--- src/sv/lfu_pkg.sv ---
package lfu_pkg;

	localparam int DATA_W = 32;
	localparam int CAP_W  = 5;

	localparam logic OP_GET = 1'b0;
	localparam logic OP_PUT = 1'b1;

	localparam logic [DATA_W-1:0] MISS_VALUE  = '1;
	localparam logic [DATA_W-1:0] COUNT_MAX   = '1;
	localparam logic [DATA_W-1:0] COUNT_FIRST = DATA_W'(1);

	typedef enum logic [2:0] {
		ST_CLEAR,
		ST_IDLE,
		ST_SCAN,
		ST_LAST,
		ST_WRITE
	} state_t;

	typedef struct packed {
		logic              valid;
		logic [DATA_W-1:0] key;
		logic [DATA_W-1:0] value;
		logic [DATA_W-1:0] count;
		logic [DATA_W-1:0] stamp;
	} row_t;

	typedef struct packed {
		logic hit;
		logic free_ok;
		logic vic_ok;
	} scan_flags_t;

	function automatic logic [DATA_W-1:0] sat_inc(input logic [DATA_W-1:0] c);
		logic [DATA_W-1:0] r;
		r = (c == COUNT_MAX) ? c : c + DATA_W'(1);
		return r;
	endfunction

endpackage

--- src/sv/lfu_ram.sv ---
module lfu_ram
	import lfu_pkg::*;
#(
	parameter int DEPTH = 16,
	parameter int AW    = 4
) (
	input  logic          clk,
	input  logic          we,
	input  logic [AW-1:0] waddr,
	input  row_t          wdata,
	input  logic [AW-1:0] raddr,
	output row_t          rdata
);

	row_t mem_q [DEPTH];
	row_t rdata_q;

	always_ff @(posedge clk) begin
		if (we) begin
			mem_q[waddr] <= wdata;
		end
		rdata_q <= mem_q[raddr];
	end

	assign rdata = rdata_q;

endmodule

--- src/sv/lfu_scan.sv ---
module lfu_scan
	import lfu_pkg::*;
#(
	parameter int AW = 4
) (
	input  logic              clk,
	input  logic              arst_n,
	input  logic              clr,
	input  logic              sample,
	input  row_t              row,
	input  logic [AW-1:0]     row_idx,
	input  logic [DATA_W-1:0] key,
	output scan_flags_t       flags,
	output logic [AW-1:0]     hit_idx,
	output logic [DATA_W-1:0] hit_value,
	output logic [DATA_W-1:0] hit_count,
	output logic [AW-1:0]     free_idx,
	output logic [AW-1:0]     vic_idx
);

	scan_flags_t       flags_q;
	logic [AW-1:0]     hit_idx_q;
	logic [DATA_W-1:0] hit_value_q;
	logic [DATA_W-1:0] hit_count_q;
	logic [AW-1:0]     free_idx_q;
	logic [AW-1:0]     vic_idx_q;
	logic [DATA_W-1:0] vic_count_q;
	logic [DATA_W-1:0] vic_stamp_q;
	logic              is_match;
	logic              is_older;

	assign is_match = row.valid && (row.key == key);
	assign is_older = {row.count, row.stamp} < {vic_count_q, vic_stamp_q};

	always_ff @(posedge clk or negedge arst_n) begin
		if (!arst_n) begin
			flags_q <= '0;
		end else if (clr) begin
			flags_q <= '0;
		end else if (sample) begin
			if (is_match) begin
				flags_q.hit <= 1'b1;
			end
			if (!row.valid) begin
				flags_q.free_ok <= 1'b1;
			end else begin
				flags_q.vic_ok <= 1'b1;
			end
		end
	end

	always_ff @(posedge clk) begin
		if (sample) begin
			if (is_match && !flags_q.hit) begin
				hit_idx_q   <= row_idx;
				hit_value_q <= row.value;
				hit_count_q <= row.count;
			end
			if (!row.valid && !flags_q.free_ok) begin
				free_idx_q <= row_idx;
			end
			if (row.valid && (!flags_q.vic_ok || is_older)) begin
				vic_idx_q   <= row_idx;
				vic_count_q <= row.count;
				vic_stamp_q <= row.stamp;
			end
		end
	end

	assign flags     = flags_q;
	assign hit_idx   = hit_idx_q;
	assign hit_value = hit_value_q;
	assign hit_count = hit_count_q;
	assign free_idx  = free_idx_q;
	assign vic_idx   = vic_idx_q;

endmodule

--- src/sv/lfu_cache_controller.sv ---
// An item accepted in ST_IDLE passes through ST_SCAN, ST_LAST and ST_WRITE; its result is
// registered onto m_tvalid once the output is free; only then is the next item taken. The
// scan reads one table row per cycle through the single read port of the entry memory.
// Reset: arst_n clears control state and then a clearing pass over every row marks it
// empty; s_tready stays low during that pass.
module lfu_cache_controller
	import lfu_pkg::*;
#(
	parameter int ENTRIES = 16
) (
	input  logic              clk,
	input  logic              arst_n,
	input  logic              cfg_we,
	input  logic [CAP_W-1:0]  cfg_wdata,
	input  logic              s_tvalid,
	output logic              s_tready,
	input  logic [63:0]       s_tdata,   // key [31:0], write_value [63:32]
	input  logic              s_tuser,   // operation
	output logic              m_tvalid,
	input  logic              m_tready,
	output logic [DATA_W-1:0] m_tdata,   // read_value [31:0]
	output logic              m_tuser    // found
);

	localparam int AW    = (ENTRIES > 1) ? $clog2(ENTRIES) : 1;
	localparam int OCC_W = $clog2(ENTRIES + 1);
	localparam int CW    = (OCC_W > CAP_W) ? OCC_W : CAP_W;

	state_t            state_q, state_d;
	logic [AW-1:0]     idx_q;
	logic              rvalid_s1;
	logic [AW-1:0]     ridx_s1;
	logic [CAP_W-1:0]  capacity_q;
	logic [OCC_W-1:0]  occ_q;
	logic [DATA_W-1:0] stamp_q;
	logic              op_q;
	logic [DATA_W-1:0] key_q;
	logic [DATA_W-1:0] wval_q;
	logic              m_tvalid_q;
	logic              m_tuser_q;
	logic [DATA_W-1:0] m_tdata_q;

	logic              ram_we;
	logic [AW-1:0]     ram_waddr;
	row_t              ram_wdata;
	row_t              ram_rdata;
	logic [AW-1:0]     ram_raddr;
	logic              accept;
	logic              idx_last;
	logic              out_load;
	logic              out_found;
	logic [DATA_W-1:0] out_value;
	logic              occ_inc;
	logic              stamp_inc;
	logic [CW-1:0]     cap_eff;

	scan_flags_t       flags;
	logic [AW-1:0]     hit_idx;
	logic [DATA_W-1:0] hit_value;
	logic [DATA_W-1:0] hit_count;
	logic [AW-1:0]     free_idx;
	logic [AW-1:0]     vic_idx;

	assign accept   = s_tvalid && s_tready;
	assign idx_last = (idx_q == AW'(ENTRIES - 1));
	assign cap_eff  = (CW'(capacity_q) > CW'(ENTRIES)) ? CW'(ENTRIES) : CW'(capacity_q);

	lfu_ram #(
		.DEPTH (ENTRIES),
		.AW    (AW)
	) u_ram (
		.clk   (clk),
		.we    (ram_we),
		.waddr (ram_waddr),
		.wdata (ram_wdata),
		.raddr (ram_raddr),
		.rdata (ram_rdata)
	);

	lfu_scan #(
		.AW (AW)
	) u_scan (
		.clk       (clk),
		.arst_n    (arst_n),
		.clr       (accept),
		.sample    (rvalid_s1),
		.row       (ram_rdata),
		.row_idx   (ridx_s1),
		.key       (key_q),
		.flags     (flags),
		.hit_idx   (hit_idx),
		.hit_value (hit_value),
		.hit_count (hit_count),
		.free_idx  (free_idx),
		.vic_idx   (vic_idx)
	);

	always_comb begin
		state_d   = state_q;
		s_tready  = 1'b0;
		ram_we    = 1'b0;
		ram_waddr = idx_q;
		ram_wdata = '0;
		ram_raddr = idx_q;
		out_load  = 1'b0;
		out_found = flags.hit;
		out_value = '0;
		occ_inc   = 1'b0;
		stamp_inc = 1'b0;
		unique case (state_q)
			ST_CLEAR: begin
				ram_we = 1'b1;
				if (idx_last) begin
					state_d = ST_IDLE;
				end
			end
			ST_IDLE: begin
				s_tready = 1'b1;
				if (s_tvalid) begin
					state_d = ST_SCAN;
				end
			end
			ST_SCAN: begin
				if (idx_last) begin
					state_d = ST_LAST;
				end
			end
			ST_LAST: begin
				state_d = ST_WRITE;
			end
			ST_WRITE: begin
				if (!m_tvalid_q || m_tready) begin
					out_load = 1'b1;
					state_d  = ST_IDLE;
					if (op_q == OP_GET) begin
						if (flags.hit) begin
							out_value = hit_value;
							ram_we    = 1'b1;
							ram_waddr = hit_idx;
							ram_wdata = '{valid: 1'b1, key: key_q, value: hit_value,
								count: sat_inc(hit_count), stamp: stamp_q};
						end else begin
							out_value = MISS_VALUE;
						end
					end else if (flags.hit) begin
						ram_we    = 1'b1;
						ram_waddr = hit_idx;
						ram_wdata = '{valid: 1'b1, key: key_q, value: wval_q,
							count: sat_inc(hit_count), stamp: stamp_q};
					end else if (cap_eff != '0) begin
						ram_wdata = '{valid: 1'b1, key: key_q, value: wval_q,
							count: COUNT_FIRST, stamp: stamp_q};
						if ((CW'(occ_q) < cap_eff) && flags.free_ok) begin
							ram_we    = 1'b1;
							ram_waddr = free_idx;
							occ_inc   = 1'b1;
						end else if (flags.vic_ok) begin
							ram_we    = 1'b1;
							ram_waddr = vic_idx;
						end else if (flags.free_ok) begin
							ram_we    = 1'b1;
							ram_waddr = free_idx;
							occ_inc   = 1'b1;
						end
					end
					stamp_inc = ram_we;
				end
			end
			default: begin
				state_d = ST_IDLE;
			end
		endcase
	end

	always_ff @(posedge clk or negedge arst_n) begin
		if (!arst_n) begin
			state_q    <= ST_CLEAR;
			idx_q      <= '0;
			rvalid_s1  <= 1'b0;
			capacity_q <= CAP_W'(16);
			occ_q      <= '0;
			stamp_q    <= '0;
			m_tvalid_q <= 1'b0;
		end else begin
			state_q   <= state_d;
			rvalid_s1 <= (state_q == ST_SCAN);
			if (state_q == ST_CLEAR || state_q == ST_SCAN) begin
				idx_q <= idx_last ? '0 : idx_q + AW'(1);
			end
			if (cfg_we) begin
				capacity_q <= cfg_wdata;
			end
			if (occ_inc) begin
				occ_q <= occ_q + OCC_W'(1);
			end
			if (stamp_inc) begin
				stamp_q <= stamp_q + DATA_W'(1);
			end
			if (out_load) begin
				m_tvalid_q <= 1'b1;
			end else if (m_tready) begin
				m_tvalid_q <= 1'b0;
			end
		end
	end

	always_ff @(posedge clk) begin
		ridx_s1 <= idx_q;
		if (accept) begin
			op_q   <= s_tuser;
			key_q  <= s_tdata[31:0];
			wval_q <= s_tdata[63:32];
		end
		if (out_load) begin
			m_tuser_q <= out_found;
			m_tdata_q <= out_value;
		end
	end

	assign m_tvalid = m_tvalid_q;
	assign m_tuser  = m_tuser_q;
	assign m_tdata  = m_tdata_q;

endmodule

--- config.mk ---
export PLATFORM = sky130hd
export DESIGN_NAME = lfu_cache_controller
export DESIGN_NICKNAME = d
export VERILOG_FILES = /design/src/sv/lfu_pkg.sv /design/src/sv/lfu_ram.sv /design/src/sv/lfu_scan.sv /design/src/sv/lfu_cache_controller.sv
export SDC_FILE = /design/constraint.sdc
export NUM_CORES = 2
export LEC_CHECK = 0
export BUFFER_PORTS_ARGS = -buffer_cell sky130_fd_sc_hd__buf_2
export CAP_MARGIN = 10
export CORE_MARGIN = 3
export CORE_UTILIZATION = 50
export DETAILED_ROUTE_END_ITERATION = 16
export GPL_ROUTABILITY_DRIVEN = 0
export PLACE_DENSITY = 0.65
export SYNTH_ARGS = -nofsm -noshare
export SYNTH_HDL_FRONTEND = slang
export SYNTH_SLANG_ARGS = --single-unit
export TNS_END_PERCENT = 50
--- constraint.sdc ---
create_clock -name clk -period 31.2 [get_ports clk]
set_clock_uncertainty 0.15 [all_clocks]
set_input_delay 0 -clock clk [delete_from_list [all_inputs] [get_ports clk]]
set_output_delay 0 -clock clk [all_outputs]
set_load 0.01 [all_outputs]
==> impl_metrics.py <==
metrics = {
    "run_status": {
        "outcome": "finished, final reports clean",
    },
    "power_and_ir_drop": {
        "power_mw": 9.74,
        "cellPowerDensity_nw_per_um2": 90.8,
        "worst_ir_drop_vdd_mv": 0.109,
        "total_leakage_power_nw": 36.1,
    },
    "cells_and_area": {
        "n_fill_cell": 13300,
        "fin_nets": 4762,
        "final_cell_mix": "edfxtp_1, mux4_2, clkbuf_16",
        "final_common_cell": "edfxtp_1",
        "area_growth_syn_to_layout_pct": 13.9,
        "final-seq-area_um2": 73200,
        "design_area_um2": 107000,
        "final_util_pct": 57.6,
        "drive_gt1_share_pct": 25.8,
        "multi_input_area_um2": 20000,
    },
    "route": {
        "vias": 43600,
        "wl_per_cell_um": 27.9,
        "vias_per_cell": 5.96,
        "drt-total-wl_um": 204000,
        "drc": 0,
        "dr.pass1.iters": 5,
        "ant_nets": 0,
        "initialDrtViolationCount": 4638,
    },
    "global_routing": {
        "grt_pass1_vias": 44800,
        "grtUsageMet1_pct": 32.1,
        "antenna_found_initial": 4,
        "grt_first_pass_wirelength_um": 305000,
        "grt_use_met2_pct": 33.8,
        "top_usage_layer": "met2",
        "met3_usage_pct": 3.02,
        "track_usage_pct": 21.4,
        "grt_remaining_overflow": 0,
        "grt_start_max_net_pins": 150,
    },
    "floorplanning": {
        "die_y_um": 440,
        "die_area_um2": 194000,
        "io_pins": 110,
        "fp.dieW_um": 440,
        "initial_core_util_pct": 50.6,
        "rows": 158,
        "coreArea_um2": 186000,
    },
    "timing": {
        "period_needed_ns": 6.41,
        "tns_ns": 0,
        "tightest_slew_ns": 1.29,
        "rsz0062_at_grt": "false",
        "max_clock_freq_mhz": 156,
        "post-route-period-util_pct": 20.5,
        "setup_violations": 0,
        "relSlewSlack_pct": 13.4,
        "slew_viol_final": 0,
        "timing.hold.ws_ns": 0.0782,
        "hold_viol": 0,
    },
    "setup_path": {
        "critical_path.max_fanout": 47,
        "critPathLaunch": "idx_q[0]$_DFFE_PN0P_",
        "start_kind": "flop",
        "cp.arrival_ns": 6.72,
        "end_kind": "flop",
        "cp.required_ns": 31.52,
        "r2r_start": "idx_q[0]$_DFFE_PN0P_",
        "worst-setup-path-type": "flop to flop",
    },
    "clock_network": {
        "cts_setup_buffers": 0,
        "cts.sinks": 2489,
        "path_clk_slew_ns": 0.06,
        "ctsHoldBuffers": 151,
        "cts_buffer_depth": 3,
        "cts_buffers": 236,
        "cts-root-buf": "clkbuf_16",
        "insertion_delay_ns": 0.86,
        "cts_resized": 0,
        "htree_num_levels": 4,
        "cts_tree": "done",
    },
    "synthesis": {
        "synth_edf_count": 2302,
        "synth_cells": 4221,
        "synth_cell_types": 70,
        "synthesis.nets": 4367,
        "synth_flop_cell": "edfxtp_1",
        "synth-warning-count": 0,
        "avgSynthCellArea_um2": 22.3,
        "async_flop_share_pct": 2.17,
        "synth-seq-cells": 2489,
        "syn_area_um2": 94300,
        "ys_seq_area_share_pct": 77.6,
    },
    "run": {
        "drv_cap": 0,
    },
    "placement": {
        "place_area_um2": 97900,
        "io_buffers": 109,
        "hpwlAfterDp_um": 106000,
    },
    "min_path": {
        "worstHoldStart": "s_tvalid",
        "hp-class": "input pin to flop",
    },
}
-- sequential cells by signal, summed over array words and instances (netlist names), 32 cells and up --
signal and flops:
key_q 32, m_tdata 32, stamp_q 32, u_ram.mem_q 2064, u_ram.rdata 129, u_scan.hit_count 32
u_scan.hit_value 32, u_scan.vic_count_q 32, u_scan.vic_stamp_q 32, wval_q 32
-- worst paths after layout --
kind | to | slack, ns | cells after the start
max in group asynchronous | idx_q[1]$_DFFE_PN0P_ | 29.97 | 4
worst min-delay path | state_q[0]$_DFFE_PN0P_ | 0.08 | 5
worst max register to register | u_ram.mem_q[7][18]$_DFFE_PP_ | 24.79 | 8
min in group asynchronous | stamp_q[15]$_DFFE_PN0P_ | 0.27 | 4
worst max-delay path | u_ram.mem_q[7][18]$_DFFE_PP_ | 24.79 | 8
worst min register to register | u_scan.hit_value[14]$_DFFE_PP_ | 0.25 | 0
-- metal layers --
metal / vias to the layer above / part of all wire (%)
li1: 18300 / -
met1: 23600 / 44
met2: 1452 / 48
met3: 255 / 6.0
met4: 0 / 1.9
met5: - / 0
-- cell usage after synthesis, drive strengths merged (27+ instances only) --
cell,instances,area share [%]
a21oi,98,0.52
dfxtp,133,2.8
mux4,645,15
inv,109,0.43
o21ai,27,0.16
and2,70,0.46
nor2,124,0.49
clkbuf,96,0.38
xnor2,37,0.34
ha,71,0.94
mux2i,34,0.36
nand4,38,0.25
nand3,35,0.19
dfrtp,53,1.4
nand2,45,0.19
xor2,56,0.52
edfxtp,2302,73
buf,91,0.45
-- layout make-up --
class                   instances  area share (%)
repair buffers                344            2.62
clock buffers                 341            6.34
clock inverters               110           0.954
flip-flops and latches       2489            68.1
multi-input cells            1435            18.7
well taps                    2480            2.89
diodes                          2         0.00466
inverters                     110           0.396
-- power breakdown --
group	leakage (nW)	switching, mW	total (mW)	internal [mW]
sequential	23.8	0.232	4.53	4.30
clock	3.84	1.21	2.84	1.64
combinational	8.43	1.28	2.37	1.09
-- worst max-delay path, cell delays in order, from the launching register on --
cell	delay, ns
dfrtp_4	1.01
buf_4	0.83
or3_1	0.22
o2111ai_1	0.11
a211oi_1	0.32
a221o_1	0.59
and3b_4	0.89
buf_4	0.87
buf_4	0.83
-- through the flow --
step | setup WS [ns] | instances
after CTS | 24.71 | 7302
after detailed placement | 24.72 | 6700
after global placement | 24.68 | 6700
after global routing | 24.39 | 7310
final | 24.79 | 7311
after floorplan | 18.67 | 4221
-- logic make-up after synthesis --
group,share of synthesized area [%]
mux,15.9
buf+inv,1.27
flops,77.6
simple gates,2.34
compound gates,1.13
xor+xnor,0.864
fa+ha+maj,0.942
No activity file was read; power rests on OpenSTA's default activity.
